File: config.mk
export PLATFORM = sky130hd
export DESIGN_NAME = bitstuffed_tile_dequantizer_unit
export DESIGN_NICKNAME = d
export VERILOG_FILES = /design/src/rtl/core/btdq_pkg.sv /design/src/rtl/core/btdq_front.sv /design/src/rtl/core/btdq_queue.sv /design/src/rtl/core/btdq_back.sv /design/src/rtl/core/btdq_dequant.sv /design/src/rtl/core/bitstuffed_tile_dequantizer_unit.sv
export VERILOG_INCLUDE_DIRS = /design/src /design/src/rtl/core
export SDC_FILE = /design/constraint.sdc
export NUM_CORES = 2
export LEC_CHECK = 0
export BUFFER_PORTS_ARGS = -buffer_cell sky130_fd_sc_hd__buf_2
export CORE_ASPECT_RATIO = 2
export CORE_MARGIN = 2
export CORE_UTILIZATION = 23
export CTS_BUF_LIST = sky130_fd_sc_hd__clkbuf_2
export CTS_CLUSTER_DIAMETER = 80
export DETAILED_ROUTE_END_ITERATION = 8
export MAX_ROUTING_LAYER = met4
export PLACE_DENSITY = 0.44
export SYNTH_ARGS = -nofsm -noshare
export SYNTH_HDL_FRONTEND = slang
export SYNTH_SLANG_ARGS = --single-unit
File: constraint.sdc
create_clock -name aclk -period 15.06 [get_ports aclk]
set_clock_uncertainty 0.05 [all_clocks]
set_input_delay 3.012 -clock aclk [delete_from_list [all_inputs] [get_ports aclk]]
set_output_delay 3.012 -clock aclk [all_outputs]
set_load 0.01 [all_outputs]
File: src/rtl/core/bitstuffed_tile_dequantizer_unit_defines.svh
// assertion macros for the bit-stuffed tile dequantizer
// no dependencies; included by the top level only
`ifndef BITSTUFFED_TILE_DEQUANTIZER_UNIT_DEFINES_SVH
`define BITSTUFFED_TILE_DEQUANTIZER_UNIT_DEFINES_SVH
`ifndef SYNTH
`define BTDQ_ASSERT_IMPLY(label, clk, rstn, ante, cons) \
    label: assert property (@(posedge clk) disable iff (!(rstn)) (ante) |-> (cons)) \
        else $error("btdq same-cycle check failed");
`define BTDQ_ASSERT_NEXT(label, clk, rstn, ante, cons) \
    label: assert property (@(posedge clk) disable iff (!(rstn)) (ante) |=> (cons)) \
        else $error("btdq next-cycle check failed");
`else
`define BTDQ_ASSERT_IMPLY(label, clk, rstn, ante, cons)
`define BTDQ_ASSERT_NEXT(label, clk, rstn, ante, cons)
`endif
`endif

File: src/rtl/core/btdq_pkg.sv
// shared types and constants for the bit-stuffed tile dequantizer
// no dependencies; used by every module of the block
`timescale 1ns / 1ps

package btdq_pkg;

    localparam int unsigned WordBits         = 32;
    localparam int unsigned DualWordBits     = 2 * WordBits;
    localparam int unsigned CodeBits         = 31;
    localparam int unsigned WidthBits        = 5;
    localparam int unsigned TileElemBits     = 24;
    localparam int unsigned CfgIndexBits     = 3;
    localparam int unsigned PtrBits          = 7;
    localparam int unsigned CountBitsDefault = 24;
    localparam int unsigned QueueDepth       = 2;

    localparam logic [WidthBits-1:0] BitsReset = 5'd1;
    localparam logic [WordBits-1:0]  ZMaxReset = 32'h7FFF_FFFF;
    localparam logic [WordBits-1:0]  SatMax    = 32'h7FFF_FFFF;

    typedef enum logic [CfgIndexBits-1:0] {
        REG_BITS_PER_VALUE = 3'd0,
        REG_TILE_ELEMENTS  = 3'd1,
        REG_Z_OFFSET       = 3'd2,
        REG_Z_STEP         = 3'd3,
        REG_Z_MAX          = 3'd4
    } cfg_reg_t;

    typedef struct packed {
        logic [WordBits-1:0] word;
        logic                first;
    } entry_t;

    typedef struct packed {
        logic [CodeBits-1:0] code;
        logic                last;
    } code_t;

    typedef struct packed {
        logic full;
        logic empty;
    } queue_status_t;

    typedef struct packed {
        logic busy;
        logic elements_zero;
    } back_status_t;

endpackage

File: src/rtl/core/btdq_front.sv
// front end: accepts packed words, tracks tile words, applies the tail shift
// depends on btdq_pkg
`timescale 1ns / 1ps

module btdq_front #(
    parameter int unsigned COUNT_BITS = btdq_pkg::CountBitsDefault
) (
    input  logic                                   aclk,
    input  logic                                   aresetn,
    input  logic                                   clear,
    input  logic                                   s_valid,
    output logic                                   s_ready,
    input  logic [btdq_pkg::WordBits-1:0]          s_packed_word,
    input  logic [btdq_pkg::WidthBits-1:0]         width,
    input  logic [btdq_pkg::TileElemBits-1:0]      tile_elements,
    input  btdq_pkg::queue_status_t                queue_status,
    output logic                                   push,
    output btdq_pkg::entry_t                       push_entry
);

    localparam int unsigned ProdBits = COUNT_BITS + btdq_pkg::WidthBits;

    logic [COUNT_BITS-1:0]             words_left_reg;
    logic [COUNT_BITS-1:0]             words_left_next;
    logic [COUNT_BITS-1:0]             elem_count;
    logic [COUNT_BITS-1:0]             words_total;
    logic [COUNT_BITS-1:0]             words_cur;
    logic [ProdBits-1:0]               total_bits;
    logic [ProdBits:0]                 rounded;
    logic [btdq_pkg::WidthBits-1:0]    tail_bits;
    logic [btdq_pkg::WidthBits-1:0]    tail_less;
    logic [1:0]                        skip_bytes;
    logic [btdq_pkg::WordBits-1:0]     shifted_word;
    logic                              start;
    logic                              drop;
    logic                              accept;

    assign elem_count  = COUNT_BITS'(tile_elements);
    assign total_bits  = ProdBits'(elem_count) * ProdBits'(width);
    assign rounded     = (ProdBits + 1)'(total_bits) + (ProdBits + 1)'(btdq_pkg::WordBits - 1);
    assign words_total = rounded[ProdBits-1:btdq_pkg::WidthBits];

    // bytes of the last word that the tile does not use
    assign tail_bits    = total_bits[btdq_pkg::WidthBits-1:0];
    assign tail_less    = tail_bits - 5'd1;
    assign skip_bytes   = (tail_bits == '0) ? 2'd0 : ~tail_less[4:3];
    assign shifted_word = s_packed_word << {skip_bytes, 3'b000};

    assign start     = (words_left_reg == '0);
    assign drop      = start && (elem_count == '0);
    assign s_ready   = !queue_status.full;
    assign accept    = s_valid && s_ready;
    assign push      = accept && !drop;
    assign words_cur = start ? words_total : words_left_reg;

    assign push_entry.word  = (words_cur == COUNT_BITS'(1)) ? shifted_word : s_packed_word;
    assign push_entry.first = start;

    always_comb begin
        words_left_next = words_left_reg;
        if (clear) begin
            words_left_next = '0;
        end else if (push) begin
            words_left_next = words_cur - COUNT_BITS'(1);
        end
    end

    always_ff @(posedge aclk) begin
        if (!aresetn) begin
            words_left_reg <= '0;
        end else begin
            words_left_reg <= words_left_next;
        end
    end

endmodule

File: src/rtl/core/btdq_queue.sv
// short queue of classified words between front and back
// depends on btdq_pkg
`timescale 1ns / 1ps

module btdq_queue (
    input  logic                    aclk,
    input  logic                    aresetn,
    input  logic                    clear,
    input  logic                    push,
    input  btdq_pkg::entry_t        push_entry,
    input  logic                    pop,
    output btdq_pkg::entry_t        pop_entry,
    output btdq_pkg::queue_status_t status
);

    localparam int unsigned Depth = btdq_pkg::QueueDepth;
    localparam int unsigned PtrW  = (Depth > 1) ? $clog2(Depth) : 1;
    localparam int unsigned CntW  = $clog2(Depth + 1);

    btdq_pkg::entry_t  mem_reg [Depth];
    logic [PtrW-1:0]   wr_ptr_reg;
    logic [PtrW-1:0]   wr_ptr_next;
    logic [PtrW-1:0]   rd_ptr_reg;
    logic [PtrW-1:0]   rd_ptr_next;
    logic [CntW-1:0]   count_reg;
    logic [CntW-1:0]   count_next;
    logic              do_push;
    logic              do_pop;

    assign status.full  = (count_reg == CntW'(Depth));
    assign status.empty = (count_reg == '0);
    assign do_push      = push && !status.full;
    assign do_pop       = pop && !status.empty;
    assign pop_entry    = mem_reg[rd_ptr_reg];

    always_comb begin
        wr_ptr_next = wr_ptr_reg;
        rd_ptr_next = rd_ptr_reg;
        count_next  = count_reg;
        if (clear) begin
            wr_ptr_next = '0;
            rd_ptr_next = '0;
            count_next  = '0;
        end else begin
            if (do_push) begin
                wr_ptr_next = (wr_ptr_reg == PtrW'(Depth - 1)) ? '0 : wr_ptr_reg + PtrW'(1);
            end
            if (do_pop) begin
                rd_ptr_next = (rd_ptr_reg == PtrW'(Depth - 1)) ? '0 : rd_ptr_reg + PtrW'(1);
            end
            if (do_push && !do_pop) begin
                count_next = count_reg + CntW'(1);
            end else if (do_pop && !do_push) begin
                count_next = count_reg - CntW'(1);
            end
        end
    end

    always_ff @(posedge aclk) begin
        if (!aresetn) begin
            wr_ptr_reg <= '0;
            rd_ptr_reg <= '0;
            count_reg  <= '0;
        end else begin
            wr_ptr_reg <= wr_ptr_next;
            rd_ptr_reg <= rd_ptr_next;
            count_reg  <= count_next;
        end
    end

    always_ff @(posedge aclk) begin
        if (do_push && !clear) begin
            mem_reg[wr_ptr_reg] <= push_entry;
        end
    end

endmodule

File: src/rtl/core/btdq_back.sv
// back end: extracts codes msb-first from the current word and the carried word
// depends on btdq_pkg
`timescale 1ns / 1ps

module btdq_back #(
    parameter int unsigned COUNT_BITS = btdq_pkg::CountBitsDefault
) (
    input  logic                               aclk,
    input  logic                               aresetn,
    input  logic                               clear,
    input  logic [btdq_pkg::WidthBits-1:0]     width,
    input  logic [btdq_pkg::TileElemBits-1:0]  tile_elements,
    input  btdq_pkg::queue_status_t            queue_status,
    input  btdq_pkg::entry_t                   pop_entry,
    output logic                               pop,
    output logic                               code_valid,
    input  logic                               code_ready,
    output btdq_pkg::code_t                    code_out,
    output btdq_pkg::back_status_t             status
);

    localparam int unsigned WB  = btdq_pkg::WordBits;
    localparam int unsigned DWB = btdq_pkg::DualWordBits;
    localparam int unsigned PB  = btdq_pkg::PtrBits;
    localparam int unsigned CB  = btdq_pkg::CodeBits;

    logic                              busy_reg;
    logic                              busy_next;
    logic [DWB-1:0]                    buf_reg;
    logic [DWB-1:0]                    buf_next;
    logic [PB-1:0]                     ptr_reg;
    logic [PB-1:0]                     ptr_next;
    logic [WB-1:0]                     carry_reg;
    logic [WB-1:0]                     carry_next;
    logic [btdq_pkg::WidthBits-1:0]    bitpos_reg;
    logic [btdq_pkg::WidthBits-1:0]    bitpos_next;
    logic [COUNT_BITS-1:0]             elem_reg;
    logic [COUNT_BITS-1:0]             elem_next;

    logic [WB-1:0]                     carry_sel;
    logic [btdq_pkg::WidthBits-1:0]    pos_sel;
    logic [PB-1:0]                     shamt;
    logic [DWB-1:0]                    shifted;
    logic [CB-1:0]                     code_mask;
    logic [PB-1:0]                     ptr_adv;
    logic [PB:0]                       ptr_reach;
    logic [COUNT_BITS-1:0]             elem_dec;
    logic                              tile_done;
    logic                              word_done;
    logic                              emit;

    assign pop        = !busy_reg && !queue_status.empty;
    assign code_valid = busy_reg;
    assign emit       = busy_reg && code_ready;

    assign carry_sel = pop_entry.first ? '0 : carry_reg;
    assign pos_sel   = pop_entry.first ? '0 : bitpos_reg;

    // code sits in the top bits of the window starting at ptr
    assign shamt     = PB'(DWB) - ptr_reg - PB'(width);
    assign shifted   = buf_reg >> shamt;
    assign code_mask = (CB'(1) << width) - CB'(1);

    assign ptr_adv   = ptr_reg + PB'(width);
    assign ptr_reach = (PB + 1)'(ptr_adv) + (PB + 1)'(width);
    assign elem_dec  = elem_reg - COUNT_BITS'(1);
    assign tile_done = (elem_dec == '0);
    assign word_done = tile_done || (ptr_reach > (PB + 1)'(DWB));

    assign code_out.code = shifted[CB-1:0] & code_mask;
    assign code_out.last = tile_done;

    assign status.busy          = busy_reg;
    assign status.elements_zero = (elem_reg == '0);

    always_comb begin
        busy_next   = busy_reg;
        buf_next    = buf_reg;
        ptr_next    = ptr_reg;
        carry_next  = carry_reg;
        bitpos_next = bitpos_reg;
        elem_next   = elem_reg;
        if (clear) begin
            busy_next   = 1'b0;
            carry_next  = '0;
            bitpos_next = '0;
            elem_next   = '0;
        end else if (pop) begin
            busy_next = 1'b1;
            buf_next  = {carry_sel, pop_entry.word};
            ptr_next  = (pos_sel != '0) ? PB'(pos_sel) : PB'(WB);
            if (pop_entry.first) begin
                elem_next = COUNT_BITS'(tile_elements);
            end
        end else if (emit) begin
            elem_next = elem_dec;
            ptr_next  = ptr_adv;
            if (word_done) begin
                busy_next   = 1'b0;
                carry_next  = buf_reg[WB-1:0];
                bitpos_next = tile_done ? '0 : ptr_adv[btdq_pkg::WidthBits-1:0];
            end
        end
    end

    always_ff @(posedge aclk) begin
        if (!aresetn) begin
            busy_reg   <= 1'b0;
            carry_reg  <= '0;
            bitpos_reg <= '0;
            elem_reg   <= '0;
        end else begin
            busy_reg   <= busy_next;
            carry_reg  <= carry_next;
            bitpos_reg <= bitpos_next;
            elem_reg   <= elem_next;
        end
    end

    always_ff @(posedge aclk) begin
        buf_reg <= buf_next;
        ptr_reg <= ptr_next;
    end

endmodule

File: src/rtl/core/btdq_dequant.sv
// dequantizer pipeline: code register, multiply, offset add with saturate and clamp
// depends on btdq_pkg
`timescale 1ns / 1ps

module btdq_dequant (
    input  logic                                  aclk,
    input  logic                                  aresetn,
    input  logic                                  code_valid,
    output logic                                  code_ready,
    input  btdq_pkg::code_t                       code_in,
    input  logic signed [btdq_pkg::WordBits-1:0]  z_offset,
    input  logic [btdq_pkg::WordBits-1:0]         z_step,
    input  logic signed [btdq_pkg::WordBits-1:0]  z_max,
    output logic                                  m_valid,
    input  logic                                  m_ready,
    output logic [btdq_pkg::CodeBits-1:0]         m_code_value,
    output logic signed [btdq_pkg::WordBits-1:0]  m_height_value,
    output logic                                  m_last_of_tile
);

    localparam int unsigned WB  = btdq_pkg::WordBits;
    localparam int unsigned CB  = btdq_pkg::CodeBits;
    localparam int unsigned PRB = CB + WB;
    localparam int unsigned SB  = 2 * WB;

    logic                    v1_reg;
    logic                    v2_reg;
    logic                    v3_reg;
    btdq_pkg::code_t         c1_reg;
    btdq_pkg::code_t         c2_reg;
    logic [PRB-1:0]          prod_reg;
    logic [CB-1:0]           code3_reg;
    logic [WB-1:0]           h3_reg;
    logic                    last3_reg;

    logic                    en1;
    logic                    en2;
    logic                    en3;
    logic [SB-1:0]           sum;
    logic                    over;
    logic [WB-1:0]           sat;
    logic [WB-1:0]           height;

    assign en3        = !v3_reg || m_ready;
    assign en2        = !v2_reg || en3;
    assign en1        = !v1_reg || en2;
    assign code_ready = en1;

    // product is never negative, so only the upper bound saturates
    assign sum    = {{WB{z_offset[WB-1]}}, z_offset} + SB'(prod_reg);
    assign over   = !sum[SB-1] && (sum[SB-2:WB-1] != '0);
    assign sat    = over ? btdq_pkg::SatMax : sum[WB-1:0];
    assign height = ($signed(sat) > z_max) ? z_max : sat;

    assign m_valid        = v3_reg;
    assign m_code_value   = code3_reg;
    assign m_height_value = h3_reg;
    assign m_last_of_tile = last3_reg;

    always_ff @(posedge aclk) begin
        if (!aresetn) begin
            v1_reg <= 1'b0;
            v2_reg <= 1'b0;
            v3_reg <= 1'b0;
        end else begin
            if (en1) begin
                v1_reg <= code_valid;
            end
            if (en2) begin
                v2_reg <= v1_reg;
            end
            if (en3) begin
                v3_reg <= v2_reg;
            end
        end
    end

    always_ff @(posedge aclk) begin
        if (en1) begin
            c1_reg <= code_in;
        end
        if (en2) begin
            c2_reg   <= c1_reg;
            prod_reg <= PRB'(c1_reg.code) * PRB'(z_step);
        end
        if (en3) begin
            code3_reg <= c2_reg.code;
            last3_reg <= c2_reg.last;
            h3_reg    <= height;
        end
    end

endmodule

File: src/rtl/core/bitstuffed_tile_dequantizer_unit.sv
// channel   | handshake               | payload
// s_ (in)   | s_valid / s_ready       | s_packed_word
// m_ (out)  | m_valid / m_ready       | m_code_value, m_height_value, m_last_of_tile
// cfg_      | cfg_valid / cfg_ready   | cfg_index, cfg_data
// the extractor loads a word, then yields one code per cycle while the dequant pipeline accepts;
// it takes no new word until the last code of the current one has left its single shift window
// a code goes from the extractor window through the code, product and height registers of the dequant pipeline
// no clearing pass after reset; the word queue decouples input from output stalls
// top level: config registers, front, queue, back and dequant pipeline
// depends on btdq_pkg and the defines header
`timescale 1ns / 1ps
`include "bitstuffed_tile_dequantizer_unit_defines.svh"

module bitstuffed_tile_dequantizer_unit #(
    parameter int unsigned COUNT_BITS = btdq_pkg::CountBitsDefault
) (
    input  logic                                    aclk,
    input  logic                                    aresetn,
    input  logic                                    s_valid,
    output logic                                    s_ready,
    input  logic [btdq_pkg::WordBits-1:0]           s_packed_word,
    output logic                                    m_valid,
    input  logic                                    m_ready,
    output logic [btdq_pkg::CodeBits-1:0]           m_code_value,
    output logic signed [btdq_pkg::WordBits-1:0]    m_height_value,
    output logic                                    m_last_of_tile,
    input  logic                                    cfg_valid,
    output logic                                    cfg_ready,
    input  logic [btdq_pkg::CfgIndexBits-1:0]       cfg_index,
    input  logic [btdq_pkg::WordBits-1:0]           cfg_data
);

    logic [btdq_pkg::WidthBits-1:0]     bits_reg;
    logic [btdq_pkg::TileElemBits-1:0]  tile_reg;
    logic signed [btdq_pkg::WordBits-1:0] offset_reg;
    logic [btdq_pkg::WordBits-1:0]      step_reg;
    logic signed [btdq_pkg::WordBits-1:0] max_reg;

    logic                               cfg_wr;
    logic                               cfg_clear;
    logic [btdq_pkg::WidthBits-1:0]     width_eff;

    logic                               push;
    btdq_pkg::entry_t                   push_entry;
    logic                               pop;
    btdq_pkg::entry_t                   pop_entry;
    btdq_pkg::queue_status_t            queue_status;
    btdq_pkg::back_status_t             back_status;
    logic                               code_valid;
    logic                               code_ready;
    btdq_pkg::code_t                    code_bus;

    assign cfg_ready = 1'b1;
    assign cfg_wr    = cfg_valid && cfg_ready;
    assign width_eff = (bits_reg == '0) ? btdq_pkg::WidthBits'(1) : bits_reg;

    always_comb begin
        case (cfg_index)
            btdq_pkg::REG_BITS_PER_VALUE,
            btdq_pkg::REG_TILE_ELEMENTS,
            btdq_pkg::REG_Z_OFFSET,
            btdq_pkg::REG_Z_STEP,
            btdq_pkg::REG_Z_MAX: cfg_clear = cfg_wr;
            default:             cfg_clear = 1'b0;
        endcase
    end

    always_ff @(posedge aclk) begin
        if (!aresetn) begin
            bits_reg   <= btdq_pkg::BitsReset;
            tile_reg   <= '0;
            offset_reg <= '0;
            step_reg   <= '0;
            max_reg    <= btdq_pkg::ZMaxReset;
        end else if (cfg_wr) begin
            case (cfg_index)
                btdq_pkg::REG_BITS_PER_VALUE: bits_reg   <= cfg_data[btdq_pkg::WidthBits-1:0];
                btdq_pkg::REG_TILE_ELEMENTS:  tile_reg   <= cfg_data[btdq_pkg::TileElemBits-1:0];
                btdq_pkg::REG_Z_OFFSET:       offset_reg <= cfg_data;
                btdq_pkg::REG_Z_STEP:         step_reg   <= cfg_data;
                btdq_pkg::REG_Z_MAX:          max_reg    <= cfg_data;
                default: begin
                end
            endcase
        end
    end

    btdq_front #(
        .COUNT_BITS (COUNT_BITS)
    ) u_front (
        .aclk          (aclk),
        .aresetn       (aresetn),
        .clear         (cfg_clear),
        .s_valid       (s_valid),
        .s_ready       (s_ready),
        .s_packed_word (s_packed_word),
        .width         (width_eff),
        .tile_elements (tile_reg),
        .queue_status  (queue_status),
        .push          (push),
        .push_entry    (push_entry)
    );

    btdq_queue u_queue (
        .aclk       (aclk),
        .aresetn    (aresetn),
        .clear      (cfg_clear),
        .push       (push),
        .push_entry (push_entry),
        .pop        (pop),
        .pop_entry  (pop_entry),
        .status     (queue_status)
    );

    btdq_back #(
        .COUNT_BITS (COUNT_BITS)
    ) u_back (
        .aclk          (aclk),
        .aresetn       (aresetn),
        .clear         (cfg_clear),
        .width         (width_eff),
        .tile_elements (tile_reg),
        .queue_status  (queue_status),
        .pop_entry     (pop_entry),
        .pop           (pop),
        .code_valid    (code_valid),
        .code_ready    (code_ready),
        .code_out      (code_bus),
        .status        (back_status)
    );

    btdq_dequant u_dequant (
        .aclk           (aclk),
        .aresetn        (aresetn),
        .code_valid     (code_valid),
        .code_ready     (code_ready),
        .code_in        (code_bus),
        .z_offset       (offset_reg),
        .z_step         (step_reg),
        .z_max          (max_reg),
        .m_valid        (m_valid),
        .m_ready        (m_ready),
        .m_code_value   (m_code_value),
        .m_height_value (m_height_value),
        .m_last_of_tile (m_last_of_tile)
    );

    // a write to a defined register drops the tile held in front, queue and extractor
    `BTDQ_ASSERT_NEXT(a_cfg_clears, aclk, aresetn, cfg_clear, !back_status.busy && queue_status.empty)
    // extractor only works on a word while codes remain in the tile
    `BTDQ_ASSERT_IMPLY(a_busy_has_codes, aclk, aresetn, back_status.busy, !back_status.elements_zero)
    // a full queue holds off the input channel
    `BTDQ_ASSERT_IMPLY(a_full_stalls, aclk, aresetn, queue_status.full, !s_ready)

endmodule
== Word level (Yosys, flattened, before mapping) ==
Memory sizes are Yosys's and may differ from the RTL's. A register that Yosys moved wholly into a read port is not among the register bits.
Cells that the tools add are included.

* Register bits: 480
* RAM bits: 66
* Input port bits: 72
* Output and inout port bits: 67
* Logic and storage cells: 137
* Memories: 1

{| class="wikitable"
|+ Memory list
! memory !! depth !! width !! read ports !! clocked after Yosys merged registers in !! wr ports !! RTL line !! RTL
|-
| u_queue.mem_reg || 2 || 33 || 1 || 1 || 1 || btdq_queue.sv:20 || <nowiki>btdq_pkg::entry_t mem_reg [Depth];</nowiki>
|}

* $add $sub $neg: 14
* $mul: 2
* Magnitude comparators: 2
* Equal/unequal tests: 7
* Shift-type cells: 3
* Multiplexer cells: 26
* Bitwise logic cells: 5
* Reduce and logical (&&, ||, !) cells: 50

{| class="wikitable"
|+ Operators with widths
! operator !! number
|-
| two-way mux 24 bit || 4
|-
| two-way mux 32 bit || 3
|-
| zero test 24 bit || 3
|-
| adder 64 x 63 -> 64 bit || 1
|-
| right shift 64 x 7 -> 31 bit || 1
|-
| multiplier 31 x 32 -> 63 bit || 1
|-
| subtractor 24 x 1 -> 24 bit (second input constant) || 2
|-
| > comparator 32 bit || 1
|-
| nonzero test 32 bit || 1
|-
| << shifter 32 x 5 -> 32 bit || 1
|-
| bitwise AND 31 bit || 1
|-
| << shifter 1 x 5 -> 31 bit (first input constant) || 1
|-
| subtractor 31 x 2 -> 31 bit (second input constant) || 1
|-
| adder 29 x 5 -> 29 bit (second input constant) || 1
|-
| multiplier 24 x 5 -> 29 bit || 1
|-
| equality test 24 x 1 -> 1 bit (second input constant) || 1
|-
| AND reduction 2 bit || 9
|-
| two-way mux 5 bit || 3
|-
| two-way mux 7 bit || 2
|-
| logical AND 1 bit || 11
|-
| zero test 1 bit || 11
|-
| zero test 5 bit || 2
|-
| two-way mux 1 bit || 10
|-
| adder 7 x 5 -> 8 bit || 1
|-
| 25 further kinds || 36
|}

== Depth between registers and ports, before layout ==
* Word-level depth: 9
* Gate-level depth with buffers: 32
* Gate-level depth less buffers: 30

== By module ==
Synthesis repeated with hierarchy kept, for this count alone.

* Cells, all modules: 7393
* Area total of the unflattened synthesis: 69023.7 um^2

{| class="wikitable"
|+ Modules (own cells, without submodules)
! module !! times used !! cells an instance !! area an instance (um^2) !! sequential area each (um^2)
|-
| btdq_dequant || 1 || 4647 || 43570.5 || 5795.6
|-
| btdq_back || 1 || 1170 || 10471.3 || 3373.2
|-
| btdq_front || 1 || 957 || 7468.4 || 480.5
|-
| bitstuffed_tile_dequantizer_unit || 1 || 489 || 4907.2 || 2502.4
|-
| btdq_queue || 1 || 130 || 2606.2 || 2082.0
|}

== Worst setup path after synthesis ==
Ideal clock, no wire load.

* Path kind: register -> register
* From: register u_dequant.c1_reg[5] (netlist name)
* To: register u_dequant.prod_reg[60], data pin
* Setup time: 259 ps
* Arrival: 7561 ps
* Required time: 14751 ps
* Setup slack: 7190 ps
* Cell stages (with the launch flop): 30
* Buffers on the path: 1
* Period minus slack after synthesis: 7870 ps
* Path through: edfxtp_1 -> clkbuf_1 -> nand2_1 -> fa_1 -> inv_1 -> fa_1 -> inv_1 -> fa_1 -> inv_1 -> fa_1 -> inv_1 -> fa_1 -> fa_1 -> inv_1 -> fa_1 -> inv_1 -> fa_1 -> inv_1 -> ha_1 -> a21o_1 -> a21oi_1 -> o21ai_0 -> a211oi_1 -> o41ai_1 -> a21oi_1 -> o211ai_1 -> a21oi_1 -> a2111oi_0 -> o41a_1 -> xor2_1

* Longest elaborated chain between the ends: 1

{| class="wikitable"
|+ Ends and longest elaborated chain
! element !! RTL line !! RTL
|-
| start, declared || btdq_dequant.sv:29 || <nowiki>btdq_pkg::code_t c1_reg;</nowiki>
|-
| start signal, assigned || btdq_dequant.sv:80 || <nowiki>c1_reg <= code_in;</nowiki>
|-
| multiplier 31 x 32 -> 63 bit || btdq_dequant.sv:84 || <nowiki>prod_reg <= PRB'(c1_reg.code) * PRB'(z_step);</nowiki>
|-
| end signal, assigned || btdq_dequant.sv:84 ||
|-
| end, declared || btdq_dequant.sv:31 || <nowiki>logic [PRB-1:0] prod_reg;</nowiki>
|}

Every way passes these cells.
A chain may end at the register's enable or synchronous reset.

== Worst setup path in the final report ==
* From: register step_reg[5] (netlist name)
* To: register u_dequant.prod_reg[60], data pin

* Longest elaborated chain between the ends: 1

{| class="wikitable"
|+ Ends and longest elaborated chain
! element !! RTL line !! RTL
|-
| start, declared || bitstuffed_tile_dequantizer_unit.sv:36 || <nowiki>logic [btdq_pkg::WordBits-1:0] step_reg;</nowiki>
|-
| start signal, assigned || bitstuffed_tile_dequantizer_unit.sv:80 || <nowiki>btdq_pkg::REG_Z_STEP: step_reg <= cfg_data;</nowiki>
|-
| multiplier 31 x 32 -> 63 bit || btdq_dequant.sv:84 ||
|}

Every way passes these cells.

==> out/metrics.yaml <==
status: "complete, no violations"
die_w_um: 386
synth-seq-cells: 547
drt-pass1-iter-count: 6
drv_slew: 0
grt_max_degree: 82
setup_viol: 0
cp-start-kind: "register"
critPathArrivalTime_ns: 11.04
ys.flop_type: "edfxtp_1"
cts.sinks: 547
synth_top_family_by_area: "adder cells"
clk_pin_slew_ns: 0.13
cts_buffers: 152
cpPeakStageDelay_ns: 0.89
synthMuxAreaShare: 0.0453
yosys.area.top_type: "fa_1"
synth_compound_area_frac: 0.108
cts_setup_buffers: 0
cts_hold_buf: 0
yosysTopAreaCellShare: 0.279
clockRootBuffer: "clkbuf_2"
synth-warning-count: 0
fin_nets: 8805
criticalPathCategory: "reg -> reg"
synth_most_common_cell: "nand2_1"
drv_cap: 0
htreeDepth: 4
rows: 280
synth_xor_xnor_area_share: 0.0213
wirelength_um: 250000
met3WireLength_um: 7470
end_kind: "register"
critical_path.most_common_cell: "fa_1"
syn_to_final_growth_pct: 9.33
routed.top_layer: "met4"
grt_pass1_vias: 57700
netlist_top_cells_count: "1311 x nand2_1, 1126 x inv_1, 936 x fa_1, 414 x ha_1, 409 x clkbuf_1"
setup_tns_ns: 0
required_ns: 16.28
core_area_um2: 290000
final_util: 0.253
rsz0062_at_grt: "no"
track_usage: 0.172
synth.avg_cell_area_um2: 9.08
die-area_um2: 297000
wl_met1_um: 77300
ys_async_sr_fraction: 0
ant_nets: 0
io_pins: 139
synth_fa_ha_area_frac: 0.356
register_area_um2: 14200
synth_edf_count: 328
path_max_fanout: 20
postSynthCellCount: 7396
antenna_found_initial: 19
cts_buffer_depth: 4
netlist-cell-type-count: 102
met2WireLength_um: 144000
maxSlewHeadroom: 0.118
drive_gt1_frac: 0.0904
worstSkewPairLatency_ns: 1.47
post-dp-hpwl_um: 200000
multiInputGateArea_um2: 47200
syn_area_um2: 67100
min_path_type: "reg -> reg"
max_freq_mhz: 102
num-fill-cells: 31300
start_util: 0.231
finalHoldViolations: 0
period_share: 0.652
finalCriticalPeriod_ns: 9.82
die_h_um: 768
grt-ovfl-total: 0
portBuffers: 137
p_leak_uw: 0.0317
netlist_top_cells_area: "fa_1 28%, edfxtp_1 15%, ha_1 7.7%"
ys_seq_area_frac: 0.212
gp_congestion: 0.924
power_density_nw_per_um2: 102
wl_per_cell_um: 22.1
cts_resized: 0
slowest_stage: "o41ai_1"
avgViaCountPerCell: 4.66
vias: 52700
tightest_slew_ns: 1.32
ir_drop_mv: 0.182
cts_tree: "done"
drc: 0
yosys.area_share.simple: 0.169
largest_reg_flops: 66
grt_pass1_wl_um: 367000
first_iter_violations: 2805
## worst paths after layout
kind | from | to | slack [ns] | depth (start not counted)
min | u_dequant.c1_reg[0] | u_dequant.c2_reg[0] | 0.32 | 0
max reg2reg | step_reg[5] | u_dequant.prod_reg[60] | 5.24 | 28
min reg2reg | u_dequant.c1_reg[0] | u_dequant.c2_reg[0] | 0.32 | 0
max | step_reg[5] | u_dequant.prod_reg[60] | 5.24 | 28
## area by class of cell
cell class	instances	share of cell area
clock buffer	206	0.0140
multi-input combinational	5288	0.643
timing repair buffer	263	0.0224
antenna	10	0.000341
sequential	547	0.194
inverter	1131	0.0579
tap	3807	0.0649
clock inverter	53	0.00365
## per-layer routing
layer | vias up | GRT usage
li1 | 24000 | -
met5 | - | -
met1 | 26800 | 0.147
met2 | 1312 | 0.339
met4 | 0 | 0.124
met3 | 633 | 0.0175
## power breakdown
part	internal (uW)	switching, uW	total (uW)
Sequential	1910	207	2120
Clock	406	727	1130
Combinational	1550	2680	4230
Total	3870	3620	7480
## cells in the final DEF, fill, tap and decap left out, drive strengths merged, types with 25 or more instances in the layout
cell | synthesis | final
o21ai | 217 | 217
mux4 | 63 | 63
a31oi | 60 | 60
nand2b | 38 | 38
xnor2 | 100 | 100
nor3 | 80 | 80
ha | 414 | 414
a21boi | 99 | 99
nand2 | 1311 | 1311
nor2b | 45 | 45
clkinv | 4 | 50
a21o | 92 | 92
fa | 936 | 936
nand3 | 61 | 61
xor2 | 63 | 63
mux2i | 91 | 91
a211oi | 53 | 53
buf | 22 | 263
o21a | 31 | 31
or3 | 25 | 25
clkbuf | 409 | 206
dfxtp | 219 | 219
mux2 | 63 | 63
nor2 | 291 | 291
and3 | 43 | 43
a21oi | 280 | 280
inv | 1127 | 1131
and2 | 382 | 382
edfxtp | 328 | 328
o211ai | 51 | 51
nand4 | 63 | 63
## logic make-up (layout without fill, tap and decap cells)
| group | after synthesis | in the layout |
|---|---|---|
| adder cells (fa/ha/maj) | 1350 | 1350 |
| flip-flops | 547 | 547 |
| other | 1 | 12 |
| multiplexers | 217 | 217 |
| AND/OR/NAND/NOR | 2445 | 2445 |
| AO/OA/AOI/OAI | 1111 | 1111 |
| buffers and inverters | 1562 | 1653 |
| XOR/XNOR | 163 | 163 |
## per-stage QoR
step                      power (uW)  worst slack [ns]  hold WS (ns)  cell area (um^2)  std cells
after floorplan                 5010              7.19         0.350             67100       7397
after global placement          6360              5.39         0.355             72100      11000
after detailed placement        6390              5.22         0.355             72100      11000
after CTS                       7600              5.25         0.294             73400      11300
after global routing            8010              4.73         0.323             73400      11300
final                           7480              5.24         0.323             73400      11300
## worst max-delay path: cells and delay by family (launching register included)
kind | cells | cell delay [ns]
fa+ha+maj | 9 | 3.81
xor+xnor | 1 | 0.06
flops | 1 | 0.70
compound gates | 9 | 3.42
simple gates | 3 | 0.91
buf+inv | 6 | 0.68
(Power assumes the default switching activity.)
